--- config.mk ---
export PLATFORM = sky130hd
export DESIGN_NAME = rdq_datapath
export DESIGN_NICKNAME = d
export VERILOG_FILES = /design/src/sv/rdq_pkg.sv /design/src/sv/rdq_datapath.sv
export SDC_FILE = /design/constraint.sdc
export NUM_CORES = 2
export LEC_CHECK = 0
export CAP_MARGIN = 20
export CORE_MARGIN = 1.5
export CORE_UTILIZATION = 35
export CTS_CLUSTER_DIAMETER = 100
export DETAILED_ROUTE_END_ITERATION = 16
export DONT_BUFFER_PORTS = 1
export HOLD_SLACK_MARGIN = 0.1
export SETUP_SLACK_MARGIN = 0.4
export SKIP_LAST_GASP = 1
export SLEW_MARGIN = 20
export SYNTH_ARGS = -nofsm -noshare
export SYNTH_HDL_FRONTEND = slang
export SYNTH_SLANG_ARGS = --single-unit
--- constraint.sdc ---
create_clock -name clk -period 13 [get_ports clk]
set_clock_uncertainty 0.1 [all_clocks]
set_input_delay 0.65 -clock clk [delete_from_list [all_inputs] [get_ports clk]]
set_output_delay 0.65 -clock clk [all_outputs]
set_load 0.02 [all_outputs]
--- src/sv/rdq_pkg.sv ---
package rdq_pkg;

  localparam int DEF_CAPACITY   = 64;
  localparam int DEF_VALUE_BITS = 32;

  localparam int OP_W     = 3;
  localparam int FIELD_W  = 32;
  localparam int COUNT_W  = 7;
  localparam int STATUS_W = 2;

  localparam logic [OP_W-1:0] OP_PUSH_FRONT = 3'd0;
  localparam logic [OP_W-1:0] OP_PUSH_BACK  = 3'd1;
  localparam logic [OP_W-1:0] OP_POP_FRONT  = 3'd2;
  localparam logic [OP_W-1:0] OP_POP_BACK   = 3'd3;
  localparam logic [OP_W-1:0] OP_REVERSE    = 3'd4;

  localparam logic [STATUS_W-1:0] ST_OK        = 2'd0;
  localparam logic [STATUS_W-1:0] ST_POP_EMPTY = 2'd1;
  localparam logic [STATUS_W-1:0] ST_PUSH_FULL = 2'd2;

  typedef struct packed {
    logic exec;
    logic capture;
  } rdq_cmd_t;

endpackage

--- src/sv/rdq_datapath.sv ---
module rdq_datapath
  import rdq_pkg::*;
#(
  parameter int CAPACITY   = DEF_CAPACITY,
  parameter int VALUE_BITS = DEF_VALUE_BITS
) (
  input  logic                       clk,
  input  logic                       rst,
  input  rdq_cmd_t                   cmd,
  input  logic [OP_W-1:0]            op,
  input  logic signed [FIELD_W-1:0]  push_value,
  output logic signed [FIELD_W-1:0]  front_value,
  output logic signed [FIELD_W-1:0]  back_value,
  output logic [COUNT_W-1:0]         item_count,
  output logic [STATUS_W-1:0]        status
);

  localparam int IW = (CAPACITY > 1) ? $clog2(CAPACITY) : 1;
  localparam int CW = $clog2(CAPACITY + 1);
  localparam logic [IW-1:0] LAST_IDX = IW'(CAPACITY - 1);
  localparam logic [CW-1:0] FULL_CNT = CW'(CAPACITY);

  logic [VALUE_BITS-1:0] mem [CAPACITY];

  logic [IW-1:0]  low;
  logic [IW-1:0]  high;
  logic [CW-1:0]  occ;
  logic           rev;
  logic [STATUS_W-1:0] status_r;

  logic signed [VALUE_BITS-1:0] low_rd;
  logic signed [VALUE_BITS-1:0] high_rd;

  logic [IW-1:0] low_inc, low_dec, high_inc, high_dec;
  logic          is_push, is_pop, at_low_push, at_low_pop;
  logic          full, empty;
  logic          wr_en;
  logic [IW-1:0] wr_addr;
  logic signed [VALUE_BITS-1:0] push_v;
  logic signed [VALUE_BITS-1:0] front_sel, back_sel;

  assign low_inc  = (low == LAST_IDX) ? '0 : low + 1'b1;
  assign low_dec  = (low == '0) ? LAST_IDX : low - 1'b1;
  assign high_inc = (high == LAST_IDX) ? '0 : high + 1'b1;
  assign high_dec = (high == '0) ? LAST_IDX : high - 1'b1;

  assign is_push     = (op == OP_PUSH_FRONT) || (op == OP_PUSH_BACK);
  assign is_pop      = (op == OP_POP_FRONT) || (op == OP_POP_BACK);
  assign at_low_push = (op == OP_PUSH_FRONT) == !rev;
  assign at_low_pop  = (op == OP_POP_FRONT) == !rev;
  assign full        = (occ == FULL_CNT);
  assign empty       = (occ == '0);

  assign push_v  = VALUE_BITS'(push_value);
  assign wr_en   = cmd.exec && is_push && !full;
  assign wr_addr = at_low_push ? low_dec : high;

  always_ff @(posedge clk) begin
    if (rst) begin
      low  <= '0;
      high <= '0;
      occ  <= '0;
      rev  <= 1'b0;
    end else if (cmd.exec) begin
      if (is_push && !full) begin
        if (at_low_push) begin
          low <= low_dec;
        end else begin
          high <= high_inc;
        end
        occ <= occ + 1'b1;
      end else if (is_pop && !empty) begin
        if (at_low_pop) begin
          low <= low_inc;
        end else begin
          high <= high_dec;
        end
        occ <= occ - 1'b1;
      end else if (op == OP_REVERSE) begin
        rev <= !rev;
      end
    end
  end

  always_ff @(posedge clk) begin
    if (cmd.exec) begin
      if (is_push && full) begin
        status_r <= ST_PUSH_FULL;
      end else if (is_pop && empty) begin
        status_r <= ST_POP_EMPTY;
      end else begin
        status_r <= ST_OK;
      end
    end
  end

  // one write port, two registered read ports
  always_ff @(posedge clk) begin
    if (wr_en) begin
      mem[wr_addr] <= push_v;
    end
  end

  always_ff @(posedge clk) begin
    if (cmd.capture) begin
      low_rd  <= mem[low];
      high_rd <= mem[high_dec];
    end
  end

  assign front_sel = rev ? high_rd : low_rd;
  assign back_sel  = rev ? low_rd : high_rd;

  assign front_value = empty ? '1 : FIELD_W'(front_sel);
  assign back_value  = empty ? '1 : FIELD_W'(back_sel);
  assign item_count  = COUNT_W'(occ);
  assign status      = status_r;

endmodule

==> run summary <==
Leakage - 36.66 nW
Row count - 199
Worst-path cell chain - inv_1 > ha_1 > or2_4 > o21ai_4 > buf_16 > buf_4 > buf_4 > buf_4 > nand2_1 > and3_1 > a311oi_1 > a2111oi_0 > buf_4 > o32ai_1
Worst-margin pin slew - 1.268 ns
DR WL/cell - 34.57 um
Worst reg2reg setup slack - 6.86 ns
Most frequent cells in the layout - edfxtp_1, nand2_1, nand3_1
Final setup viols - 0
I/O pin count - 112
CTS sink count - 2134
Post-DP HPWL - 228000 um
Hold Buf Count CTS - 70
Placeable Area - 294300 um2
Worst path max stage delay - 0.88 ns
Outcome - complete, no violations
Final min period - 6.136 ns
Clock latency on the worst-skew pair - 0.91 ns
Grt total ovfl - 0
Gr usage total - 25.56%
Placed cell areas - 108100 um2
Die Ht - 547.3 um
Worst hold stages - 1
Placed insts - 10.90k
GPL Wtd Cong - 0.9144
#FFs+latches synth - 2134
Fill cells - 26.78k
Largest area contributor in the netlist - edfxtp_1
Worst Hold Margin - 0.1769 ns
Hold Crit Class - in2reg
Top Family by Delay on Critical Path - buffers and inverters
Num CTS Buffers - 219
Pre-CTS setup slack - 6.713 ns
Slowest-stage cell, CP - buf_4
Final net count - 7327
Design area - 116800 um2
Clock Tree Buf Depth - 4
Cell Pwr Density - 155.9 nW/um2
Routed vias/inst - 6.451
Setup Fix Bufs, Post-CTS - 0
Final wirelength - 393500 um
Setup TNS - 0 ns
Crit Reg-Reg Endpoint - high_rd[13]$_DFFE_PP_
Max Cap Viol - 0
Top cells by area, synth - edfxtp_1, mux4_2, nand2_1
Clock Tree Root - clkbuf_16
Number of global-route vias before repair - 69.78k
Max-slew headroom - 14.81%
Via count - 73.43k
Post-Synth XOR/XNOR Area - 0.1351%
FMAX - 0.1630 GHz
Worst path bufs/invs - 6
Sequential Area - 63910 um2
Startpoint types - flop
Die X - 547.3 um
Critical path required time - 13.60 ns
CTS tree - built
Layout cells sized above 1 - 18.30%
Critical path type - reg2reg
Clk slew on worst S/H paths - 0.07 ns
Area delta synth->final - 12.62%
Synth Area in Compound Gates - 6.055%
Post-synth top area share - 61.22%
Synth Cell Area - 103700 um2
CP dominant cell by count - buf_4
EDFF count, synth - 2114
Post-layout util - 39.68%
Worst VDD drop - 0.1187 mV
Cells after Synth - 7437
Worst Hold Path EP - low_rd[24]$_DFFE_PP_
Pin count of the biggest net entering global routing - 174
Synth Flop Type - edfxtp_1
CP Data Arrival Time - 6.74 ns
Area of the multi-input gates - 37610 um2
DRC viols - 0
Number of port buffers - 0
Critical path peak fanout - 91
Sequential-to-total area share from yosys stat - 61.60%
Die area - 299600 um2
Mux cell area share after synthesis - 17.96%
ANT nets after route - 0
Adder-Cell Fraction of Synth Area - 0.1327%
Pins Over Slew Limit - 0
Unrepaired setup endpoints after global routing - false
Worst Reg2Reg Path Length in Cells - 14
Initial core utilization - 35.23%
Initial antenna violation count - 27
Hold path startpoint - cmd[0]
Yosys Warn Count - 0
Synth cell types - 69
Most common cell after layout, fill and taps aside - edfxtp_1
Final worst slack - 6.864 ns
H-tree level count - 4
Crit Reg-Reg Startpoint - high[0]$_SDFFE_PP0P_
Power Total - 18.21 mW
Simple-gate share of the synthesized area - 11.33%
Critical Path End Type - flop
First-pass GRT wire length - 545000 um
Fin cells - 11.38k
Fin. Hold Viols - 0
Fraction of registers with async set/reset - 0%
Post-Syn Nets - 7487
Period Utilization, post-route - 47.20%
Post-CTS resize count - 0
Main combinational cell family by area after synthesis - multiplexers
Avg Cell Area, Syn - 13.94 um2
1st-iter DRT viols - 12.55k
Drt first pass iters - 10
[synthesized netlist by cell type (18+ instances only)]
master    instances
mux2_2           18
nand4_1         147
buf_4            33
a41oi_1          20
dfxtp_1          20
a21oi_1          46
nand3_1         808
o21ai_0         273
a311oi_1         30
o211ai_1        227
a221oi_1         20
buf_2           194
and3_1           30
a32oi_1          39
nand2_1        1242
o22ai_1          57
a22oi_1          27
clkbuf_1        336
nor2_1          363
mux2i_1         331
mux4_2          671
edfxtp_1       2114
a31oi_1          72
nor3_1           29
buf_1            72
[area by class of cell]
class | count | share of cell area (%)
clock buffers | 242 | 4.829
repair buffers | 263 | 2.466
clock inverters | 156 | 1.528
well taps | 3919 | 4.199
inverters | 8 | 0.02571
flip-flops and latches | 2134 | 54.72
diodes | 10 | 0.02143
multi-input cells | 4651 | 32.21
[report_power, final]
part | total (mW) | leakage, nW | internal [mW] | switching (mW)
clock network | 6.63 | 3.61 | 3.84 | 2.80
logic | 3.70 | 13.8 | 1.05 | 2.65
registers | 7.87 | 19.2 | 7.68 | 0.198
[sequential cells by signal, indices dropped and copies added (netlist names)]
register,flops
item_count,7
low_rd,32
high_rd,32
low,6
mem,2048
high,6
rev,1
status,2
[routing by layer]
metal  share of wire (%)  up-vias  wire length [um]  global-route usage (%)
li1                    -    29070                 -                       -
met3                  14     1301             55530                   7.498
met1                  35    36980            139200                   32.72
met5               0.054        -               213                 0.04748
met4                 7.2       28             28220                   15.90
met2                  43     6059            170300                   38.13
[worst max path at each step]
stage	endpoint	startpoint	slack, ns	cells after the start
final	high_rd[13]$_DFFE_PP_	high[0]$_SDFFE_PP0P_	6.86	14
after global routing	high_rd[13]$_DFFE_PP_	high[0]$_SDFFE_PP0P_	6.66	14
after CTS	high_rd[13]$_DFFE_PP_	high[0]$_SDFFE_PP0P_	6.69	13
after detailed placement	high_rd[13]$_DFFE_PP_	high[0]$_SDFFE_PP0P_	6.71	13
after global placement	high_rd[13]$_DFFE_PP_	high[0]$_SDFFE_PP0P_	6.79	13
after floorplan	mem[33][0]$_DFFE_PP_	low[0]$_SDFFE_PP0P_	8.27	13
[logic make-up after synthesis]
group / Yosys count
muxes: 1020
buffers and inverters: 652
AOI/OAI and AO/OA: 924
xor gates and xnor gates: 16
DFF: 2134
adders and majority gates: 11
and+or+nand+nor: 2680
[worst reg2reg max path: stages, from the launching register on]
cell and delay (ns):
dfxtp_1 0.64, inv_1 0.17, ha_1 0.34, or2_4 0.43, o21ai_4 0.42, buf_16 0.24
buf_4 0.75, buf_4 0.90, buf_4 0.88, nand2_1 0.19, and3_1 0.20, a311oi_1 0.27
a2111oi_0 0.10, buf_4 0.22, o32ai_1 0.11
Power figures use the tool's default switching activity.
