[config.mk]
export PLATFORM = sky130hd
export DESIGN_NAME = rdq_ctrl
export DESIGN_NICKNAME = d
export VERILOG_FILES = /design/src/sv/rdq_pkg.sv /design/src/sv/rdq_ctrl.sv
export SDC_FILE = /design/constraint.sdc
export NUM_CORES = 1
export LEC_CHECK = 0
export ABC_AREA = 1
export ABC_CLOCK_PERIOD_IN_PS = 1100
export CORE_AREA = 3 3 40 42
export CTS_BUF_LIST = sky130_fd_sc_hd__clkbuf_8
export DETAILED_ROUTE_END_ITERATION = 7
export DIE_AREA = 0 0 43 45
export DONT_BUFFER_PORTS = 1
export SKIP_CTS_REPAIR_TIMING = 1
export SLEW_MARGIN = 20
export SYNTH_ARGS = -nofsm -noshare
export SYNTH_HDL_FRONTEND = slang
export SYNTH_SLANG_ARGS = --single-unit
[constraint.sdc]
create_clock -name clk -period 1.1 [get_ports clk]
set_clock_uncertainty 0.15 [all_clocks]
set_input_delay 0.275 -clock clk [delete_from_list [all_inputs] [get_ports clk]]
set_output_delay 0.275 -clock clk [all_outputs]
set_load 0.01 [all_outputs]
[src/sv/rdq_pkg.sv]
package rdq_pkg;

  localparam int DEF_CAPACITY   = 64;
  localparam int DEF_VALUE_BITS = 32;

  localparam int OP_W     = 3;
  localparam int FIELD_W  = 32;
  localparam int COUNT_W  = 7;
  localparam int STATUS_W = 2;

  localparam logic [OP_W-1:0] OP_PUSH_FRONT = 3'd0;
  localparam logic [OP_W-1:0] OP_PUSH_BACK  = 3'd1;
  localparam logic [OP_W-1:0] OP_POP_FRONT  = 3'd2;
  localparam logic [OP_W-1:0] OP_POP_BACK   = 3'd3;
  localparam logic [OP_W-1:0] OP_REVERSE    = 3'd4;

  localparam logic [STATUS_W-1:0] ST_OK        = 2'd0;
  localparam logic [STATUS_W-1:0] ST_POP_EMPTY = 2'd1;
  localparam logic [STATUS_W-1:0] ST_PUSH_FULL = 2'd2;

  typedef struct packed {
    logic exec;
    logic capture;
  } rdq_cmd_t;

endpackage

[src/sv/rdq_ctrl.sv]
module rdq_ctrl
  import rdq_pkg::*;
(
  input  logic     clk,
  input  logic     rst,
  input  logic     req_valid,
  input  logic     rsp_ready,
  output logic     req_ready,
  output logic     rsp_valid,
  output rdq_cmd_t cmd
);

  typedef enum logic [1:0] {
    S_IDLE,
    S_READ,
    S_OUT
  } state_t;

  state_t state;
  logic   capture;

  always_ff @(posedge clk) begin
    if (rst) begin
      state     <= S_IDLE;
      req_ready <= 1'b1;
      rsp_valid <= 1'b0;
      capture   <= 1'b0;
    end else begin
      case (state)
        S_IDLE: begin
          if (req_valid && req_ready) begin
            state     <= S_READ;
            req_ready <= 1'b0;
            capture   <= 1'b1;
          end
        end
        S_READ: begin
          state     <= S_OUT;
          capture   <= 1'b0;
          rsp_valid <= 1'b1;
        end
        S_OUT: begin
          if (rsp_ready) begin
            state     <= S_IDLE;
            rsp_valid <= 1'b0;
            req_ready <= 1'b1;
          end
        end
        default: begin
          state     <= S_IDLE;
          req_ready <= 1'b1;
          rsp_valid <= 1'b0;
          capture   <= 1'b0;
        end
      endcase
    end
  end

  assign cmd.exec    = req_valid && req_ready;
  assign cmd.capture = capture;

endmodule

==> summary.md, run 1 <==
| Metric | Value |
|---|---|
| Outcome | `finished, violations left` |
| Violated checks | `setup timing` |
| Largest net degree at the start of global routing | `6` |
| Capturing element type of the critical path | `primary output` |
| Initial Util | `0.1616` |
| Share of layout cells above drive strength 1 | `0.3333` |
| Required time worst endpoint | `670 ps` |
| Hold-critical path depth | `3` |
| Nets | `38` |
| Antenna fix cells | `0` |
| Arr. time, crit path | `690 ps` |
| Count of unresolved DRC violations after routing | `0` |
| Synth Register Bits | `5` |
| Global-route wire length before repair | `662 um` |
| Critical setup path kind | `flop to primary output` |
| Static power due to leakage | `0.1366 nW` |
| Die Height | `45 um` |
| Final setup vio count | `2` |
| Half-perimeter wire length after detailed placement | `307.6 um` |
| Synth-to-Final Area Change | `37.35%` |
| X dimension of the die | `43 um` |
| Drt first pass iters | `3` |
| Number of global-route vias before repair | `154` |
| Setup repair after global routing missed its margin | `yes` |
| Max-slew violation count | `0` |
| Post-placement cell count | `43` |
| Count of boundary I/O pins | `8` |
| Commonest non-fill, non-tap cell in the layout | `nand2_1` |
| Launching element type of the critical path | `flop` |
| Number of buffers on the longest clock path | `2` |
| Worst min-delay path category | `primary input to flop` |
| Number of distinct library cell variants in the gate-level netlist after synthesis | `12` |
| Combined global-route utilization of all metal layers | `0.05254` |
| Root Driver | `clkbuf_8` |
| Clock sink total | `5` |
| Routability-driven placement congestion ratio | `0.7621` |
| Minimum clock period after layout | `1113 ps` |
| Post-synthesis sequential area ratio | `0.4819` |
| Netlist area before placement | `207.7 um2` |
| Max-cap violation count | `0` |
| Count of cells along the worst register-to-register path | `4` |
| Clock tree from TritonCTS | `yes` |
| Violation count after the first detailed-route iteration | `1` |
| Vias | `174` |
| Most frequent cells in the layout | `nand2_1 (6), inv_1 (5), dfxtp_1 (4)` |
| Final routed wire length divided by cell count | `8.583 um` |
| Mean number of vias per cell | `3.625` |
| Number of warning messages in the yosys log | `0` |
| Peak supply drop | `750.3 uV` |
| Std-Cell Core Area | `1285 um2` |
| Power consumption | `613.9 uW` |
| Antenna violations before repair | `0` |
| Clock-pin slew on the worst setup and hold paths | `40 ps` |
| Actual transition at the worst max-transition pin | `165.9 ps` |
| Remaining number of nets flagged by the antenna check after routing | `0` |
| DRT Wirelength | `412 um` |
| Inserted Clock Buffers | `3` |
| Post-route clock period utilization | `1.012` |
| Number of rows created at floorplan | `13` |
| Final worst slack | `-13.48 ps` |
| Number of non-filler instances in the completed layout | `48` |
| Synth Instances | `28` |
| Worst max-slew margin expressed relative to the limit | `0.8893` |
| Max H-tree Level | `1` |
| Die outline area | `1935 um2` |
| Worst-path maximum fanout | `3` |
| Pwr Density | `2152 nW/um2` |
| Highest attainable clock frequency | `898.1 MHz` |
| Port-buffer cells | `0` |
| Worst-Skew Late Latency | `220 ps` |
| Syn_nets | `32` |
| Final hold violations | `0` |
| Filler cell count in the final layout | `147` |
| Average footprint of a synthesized cell | `7.418 um2` |
| Remaining Overflow, GRT | `0` |
final timing paths:
| path | startpoint | end | slack [ps] |
|---|---|---|---|
| min | rsp_ready | state[1]$_SDFFE_PP0P_ | 70 |
| min reg2reg | capture$_SDFFE_PP0P_ | capture$_SDFFE_PP0P_ | 370 |
| max reg2reg | state[0]$_SDFFE_PP0P_ | req_ready$_SDFFE_PP1P_ | 170 |
| max | req_ready$_SDFFE_PP1P_ | cmd[1] | -10 |
cells in the mapped netlist:
cell type / n / area, um2
nor2_2: 1 / 6.260
a21oi_2: 1 / 8.760
a21oi_1: 1 / 5.000
nand2_1: 7 / 26.28
o21ai_1: 1 / 5.000
nor2_1: 3 / 11.26
inv_2: 1 / 3.750
buf_4: 1 / 7.510
nand3_1: 1 / 5.000
dfxtp_1: 5 / 100.1
inv_1: 5 / 18.77
nand3_2: 1 / 10.01
power breakdown:
| part | switching (mW) | internal, mW | total (mW) |
|---|---|---|---|
| clock | 0.0893 | 0.239 | 0.328 |
| combinational | 0.0331 | 0.0269 | 0.0599 |
| sequential | 0.0213 | 0.204 | 0.226 |
| total | 0.144 | 0.470 | 0.614 |
area by class of cell:
class,instances,area (um2),area share
clock inverter,1,3.754,0.01316
sequential,5,101.3,0.3553
timing repair buffer,2,17.52,0.06140
multi-input combinational,16,80.08,0.2807
inverter,6,22.52,0.07895
tap,15,18.77,0.06579
clock buffer,3,41.29,0.1447
logic make-up (layout without fill, tap and decap cells):
group / after synthesis / after routing / synth area share
AOI/OAI and AO/OA: 3 / 3 / 0.09032
buffers and inverters: 7 / 12 / 0.1446
DFF: 5 / 5 / 0.4819
and+or+nand+nor: 13 / 13 / 0.2831
flip-flops by register name, indices dropped and copies added (netlist names):
signal and cells:
state 2, req_ready 1, rsp_valid 1, capture 1
layer usage:
metal | GRT usage | vias to the layer above | part of all wire
met5 | 0 | - | 0
met4 | 0.05422 | 0 | 0.034
met3 | 0.05976 | 4 | 0.14
met2 | 0.05389 | 9 | 0.31
met1 | 0.05085 | 69 | 0.51
li1 | - | 92 | -
through the flow:
| stage | utilization | setup slack, ps | TNS, ps | hold WS (ps) | cell area [um2] |
|---|---|---|---|---|---|
| floorplan | - | 114.0 | 0 | 187.4 | 207.7 |
| global placement | 0.1762 | 114.6 | 0 | 188.9 | 226.5 |
| detailed placement | 0.1762 | 103.5 | 0 | 189.8 | 226.5 |
| CTS | 0.2113 | -87.66 | -118.8 | -43.93 | 271.5 |
| global route | 0.2220 | -51.75 | -89.33 | 86.36 | 285.3 |
| finish | 0.2220 | -13.48 | -17.41 | 71.54 | 285.3 |
critical path: stages (launching register included):
cell and delay (ps):
dfxtp_2 340, nand2_2 50, inv_2 80
(Power assumes the default switching activity.)
==> run 2: changes to the inputs <==
--- a/config.mk
+++ b/config.mk
@@ -12,6 +12,7 @@
 export DETAILED_ROUTE_END_ITERATION = 7
 export DIE_AREA = 0 0 43 45
 export DONT_BUFFER_PORTS = 1
+export RECOVER_POWER = 100
 export SKIP_CTS_REPAIR_TIMING = 1
 export SLEW_MARGIN = 20
 export SYNTH_ARGS = -nofsm -noshare
==> run 2 against run 1 <==
  * The run still ends with setup timing left
  * Non-clock buffer count did not move
  * Clock-buffer cell count unchanged
  * Via count is 0.57% higher
  * Sequential cell count stayed put
  * Total power about the same
  * Largest power group unchanged
==> summary.md, run 2 (same netlist as run 1, synthesis figures left out) <==
| Metric | Value |
|---|---|
| Actual transition at the worst max-transition pin | `216.1 ps` |
| Final worst slack | `-13.48 ps` |
| Combined global-route utilization of all metal layers | `0.05254` |
| Filler cell count in the final layout | `147` |
| Antenna violations before repair | `0` |
| Arr. time, crit path | `690 ps` |
| Launching element type of the critical path | `flop` |
| Mean number of vias per cell | `3.646` |
| Number of global-route vias before repair | `154` |
| Violated checks | `setup timing` |
| Number of non-filler instances in the completed layout | `48` |
| Die outline area | `1935 um2` |
| Setup repair after global routing missed its margin | `yes` |
| Max-cap violation count | `0` |
| Outcome | `finished, violations left` |
| Max-slew violation count | `0` |
| Remaining Overflow, GRT | `0` |
| Max H-tree Level | `1` |
| Post-placement cell count | `43` |
| Highest attainable clock frequency | `898.1 MHz` |
| Routability-driven placement congestion ratio | `0.7621` |
| Clock sink total | `5` |
| Worst min-delay path category | `primary input to flop` |
| Violation count after the first detailed-route iteration | `1` |
| Die Height | `45 um` |
| DRT Wirelength | `411 um` |
| Drt first pass iters | `2` |
| Share of layout cells above drive strength 1 | `0.3333` |
| Peak supply drop | `750.2 uV` |
| Port-buffer cells | `0` |
| Std-Cell Core Area | `1285 um2` |
| Antenna fix cells | `0` |
| Commonest non-fill, non-tap cell in the layout | `nand2_1` |
| Worst max-slew margin expressed relative to the limit | `0.8544` |
| Critical setup path kind | `flop to primary output` |
| X dimension of the die | `43 um` |
| Remaining number of nets flagged by the antenna check after routing | `0` |
| Vias | `175` |
| Number of rows created at floorplan | `13` |
| Synth-to-Final Area Change | `37.35%` |
| Post-route clock period utilization | `1.012` |
| Static power due to leakage | `0.1366 nW` |
| Number of buffers on the longest clock path | `2` |
| Inserted Clock Buffers | `3` |
| Final setup vio count | `2` |
| Capturing element type of the critical path | `primary output` |
| Root Driver | `clkbuf_8` |
| Initial Util | `0.1616` |
| Final routed wire length divided by cell count | `8.563 um` |
| Power consumption | `614.0 uW` |
| Required time worst endpoint | `670 ps` |
| Reg area | `101.3 um2` |
| Half-perimeter wire length after detailed placement | `307.6 um` |
| Count of boundary I/O pins | `8` |
| Multi-input logic area | `80.08 um2` |
| Clock-pin slew on the worst setup and hold paths | `40 ps` |
| Clock tree from TritonCTS | `yes` |
| Most frequent cells in the layout | `nand2_1 (6), inv_1 (5), dfxtp_1 (4)` |
| Minimum clock period after layout | `1113 ps` |
| Pwr Density | `2152 nW/um2` |
| Final hold violations | `0` |
| Count of unresolved DRC violations after routing | `0` |
| Global-route wire length before repair | `662 um` |
| Nets | `38` |
| Worst-Skew Late Latency | `220 ps` |
| Largest net degree at the start of global routing | `6` |
| Worst-path maximum fanout | `3` |
| Max FFs per register | `2` |
| Register containing the most flip-flops in the final layout | `state` |
## run 2: cell counts in the layout (fill, tap and decap cells not counted)
No cell type changed its count.
## run 2: cell type report
class | count | area share
clock inverter | 1 | 0.01316
multi-input combinational | 16 | 0.2807
tap | 15 | 0.06579
timing repair buffer | 2 | 0.06140
clock buffer | 3 | 0.1447
inverter | 6 | 0.07895
sequential | 5 | 0.3553
## run 2: where the power goes
group / switching, mW / internal (mW)
Sequential: 0.0211 / 0.204
Clock: 0.0897 / 0.239
Combinational: 0.0330 / 0.0267
Total: 0.144 / 0.470
## run 2: path summary, 6_finish.rpt
check | end | from | cells past startpoint | slack [ps]
worst max-delay path | cmd[1] | req_ready$_SDFFE_PP1P_ | 2 | -10
worst min-delay path | state[1]$_SDFFE_PP0P_ | rsp_ready | 3 | 70
worst max register to register | req_ready$_SDFFE_PP1P_ | state[0]$_SDFFE_PP0P_ | 4 | 110
worst min register to register | capture$_SDFFE_PP0P_ | capture$_SDFFE_PP0P_ | 2 | 370
## run 2: metrics by stage
stage                       util  setup slack [ps]  area (um2)  setup TNS (ps)  hold WS (ps)
after detailed placement  0.1762             103.5       226.5               0         189.8
after CTS                 0.2113            -87.66       271.5          -118.8        -43.93
after global placement    0.1762             114.6       226.5               0         188.9
after global routing      0.2220            -51.75       285.3          -108.7         86.33
final                     0.2220            -13.48       285.3          -17.41         71.90
after floorplan                -             114.0       207.7               0         187.4
## run 2: critical path, stage by stage (launching register included)
cell     delay, ps
dfxtp_2        340
nand2_2         50
inv_2           80
## run 2: layer usage
metal,GRT usage,vias up,routed length [um]
met4,0.05422,0,14
li1,-,92,-
met5,0,-,0
met3,0.05976,4,46
met2,0.05389,9,129
met1,0.05085,70,220
==> run 3: changes to the inputs <==
--- a/config.mk
+++ b/config.mk
@@ -6,7 +6,8 @@
 export NUM_CORES = 1
 export LEC_CHECK = 0
 export ABC_AREA = 1
-export ABC_CLOCK_PERIOD_IN_PS = 1100
+export ABC_CLOCK_PERIOD_IN_PS = 1360
+export CAP_MARGIN = 30
 export CORE_AREA = 3 3 40 42
 export CTS_BUF_LIST = sky130_fd_sc_hd__clkbuf_8
 export DETAILED_ROUTE_END_ITERATION = 7
==> constraint.sdc (replaced) <==
create_clock -name clk -period 1.36 [get_ports clk]
set_clock_uncertainty 0.15 [all_clocks]
set_input_delay 0.34 -clock clk [delete_from_list [all_inputs] [get_ports clk]]
set_output_delay 0.34 -clock clk [all_outputs]
set_load 0.01 [all_outputs]
==> run 3 against run 2 <==
  * The run now ends clean
  * Combinational power decreased by 45%
  * Via count decreased by 5.7%
  * Clock-buffer cell count unchanged
  * Total power decreased by 22%
  * Critical path type unchanged
  * Critical endpoint unchanged
==> summary.md, run 3 (same netlist as run 1, synthesis figures left out) <==
| Metric | Value |
|---|---|
| Outcome | `finished clean` |
| Antenna violations before repair | `0` |
| Capturing element type of the critical path | `primary output` |
| Arr. time, crit path | `730 ps` |
| Vias | `165` |
| Count of boundary I/O pins | `8` |
| Violation count after the first detailed-route iteration | `3` |
| Minimum clock period after layout | `1225 ps` |
| Port-buffer cells | `0` |
| Setup repair after global routing missed its margin | `no` |
| Actual transition at the worst max-transition pin | `210.5 ps` |
| Synth-to-Final Area Change | `25.30%` |
| Nets | `36` |
| Drt first pass iters | `4` |
| Share of layout cells above drive strength 1 | `0.1935` |
| Setup TNS | `0 ps` |
| Worst-Skew Late Latency | `220 ps` |
| Worst min-delay path category | `primary input to flop` |
| Half-perimeter wire length after detailed placement | `304 um` |
| Reg2Reg Launch Point | `req_ready$_SDFFE_PP1P_` |
| Number of rows created at floorplan | `13` |
| Clock tree from TritonCTS | `yes` |
| Max FFs per register | `2` |
| Inserted Clock Buffers | `3` |
| Start point of the worst hold path | `rst` |
| Max H-tree Level | `1` |
| Clock-pin slew on the worst setup and hold paths | `30 ps` |
| Remaining Overflow, GRT | `0` |
| Clock sink total | `5` |
| DRT Wirelength | `396 um` |
| Final hold violations | `0` |
| Die outline area | `1935 um2` |
| Combined global-route utilization of all metal layers | `0.05254` |
| Required time worst endpoint | `870 ps` |
| Count of unresolved DRC violations after routing | `0` |
| Remaining number of nets flagged by the antenna check after routing | `0` |
| Final setup vio count | `0` |
| Most frequent cells in the layout | `nand2_1 (7), inv_1 (7), dfxtp_1 (4)` |
| Routability-driven placement congestion ratio | `0.7725` |
| WHS Endpoint | `state[1]$_SDFFE_PP0P_` |
| Endpoint of the worst register-to-register path | `req_ready$_SDFFE_PP1P_` |
| Critical setup path kind | `flop to primary output` |
| Number of buffers on the longest clock path | `2` |
| X dimension of the die | `43 um` |
| Mean number of vias per cell | `3.587` |
| Highest attainable clock frequency | `816.4 MHz` |
| Static power due to leakage | `0.1279 nW` |
| Worst max-slew margin expressed relative to the limit | `0.8582` |
| Die Height | `45 um` |
| Root Driver | `clkbuf_8` |
| Post-route clock period utilization | `0.9006` |
| Reg-to-reg slack, setup | `350 ps` |
| Hold-critical path depth | `1` |
| Std-Cell Core Area | `1285 um2` |
| Initial Util | `0.1616` |
| Filler cell count in the final layout | `142` |
| Max-slew violation count | `0` |
| Largest net degree at the start of global routing | `6` |
| Register containing the most flip-flops in the final layout | `state` |
| Global-route wire length before repair | `627 um` |
| Post-Route Utilization | `0.2025` |
| Final routed wire length divided by cell count | `8.609 um` |
| Pwr Density | `1844 nW/um2` |
| Max-cap violation count | `0` |
| Count of cells along the worst register-to-register path | `5` |
| Number of global-route vias before repair | `159` |
| Antenna fix cells | `0` |
| Worst-path maximum fanout | `3` |
| Launching element type of the critical path | `flop` |
| Peak supply drop | `542.3 uV` |
[run 3: cell types whose count changed in the layout (fill, tap and decap cells not counted)]
cell | previous run | this run
buf_4 | 1 | 0
dlygate4sd3_1 | 1 | 0
inv_1 | 5 | 7
inv_2 | 2 | 0
nand2_1 | 6 | 7
nand2_2 | 1 | 0
nand3_1 | 1 | 2
nand3_2 | 1 | 0
[run 3: worst max-delay path: stages, from the launching register on]
cell and delay (ps):
dfxtp_2 350, nand2_1 60, inv_1 110
[run 3: metrics by stage]
step | instance area, um2 | worst slack (ps) | power (mW) | cells | hold slack [ps]
finish | 260.3 | 135.2 | 0.4799 | 46 | 27.44
floorplan | 207.7 | 330.1 | 0.2194 | 28 | 252.4
global route | 260.3 | 78.84 | 0.5098 | 46 | 16.35
global placement | 219.0 | 299.7 | 0.2212 | 42 | 253.7
detailed placement | 219.0 | 291.5 | 0.2215 | 42 | 254.5
CTS | 264.0 | 53.85 | 0.4909 | 46 | 22.66
[run 3: power breakdown]
part | total [mW] | switching (mW) | internal, mW
Combinational | 0.0330 | 0.0201 | 0.0129
Sequential | 0.183 | 0.0181 | 0.165
Clock | 0.264 | 0.0703 | 0.193
Total | 0.480 | 0.109 | 0.371
[run 3: cell type report]
class,instances,area (um2),share of cell area
Sequential cell,5,101.3,0.3894
Multi-Input combinational cell,16,72.57,0.2788
Clock buffer,3,41.29,0.1587
Inverter,6,22.52,0.08654
Tap cell,15,18.77,0.07212
Clock inverter,1,3.754,0.01442
[run 3: how the worst max path moves through the flow]
stage,cells past startpoint,start,slack [ps],to
floorplan,2,req_ready$_SDFFE_PP1P_,330,cmd[1]
global placement,2,req_ready$_SDFFE_PP1P_,300,cmd[1]
detailed placement,2,req_ready$_SDFFE_PP1P_,290,cmd[1]
CTS,2,req_ready$_SDFFE_PP1P_,50,cmd[1]
global route,2,req_ready$_SDFFE_PP1P_,80,cmd[1]
finish,2,req_ready$_SDFFE_PP1P_,140,cmd[1]
[run 3: metal layers]
metal / global-route usage / wire, um / share of wire / up-vias
met5: 0 / 0 / 0 / -
met4: 0.05422 / 0 / 0 / 0
met3: 0.05578 / 69 / 0.17 / 0
met2: 0.05988 / 138 / 0.35 / 9
met1: 0.04843 / 188 / 0.47 / 68
li1: - / - / - / 88
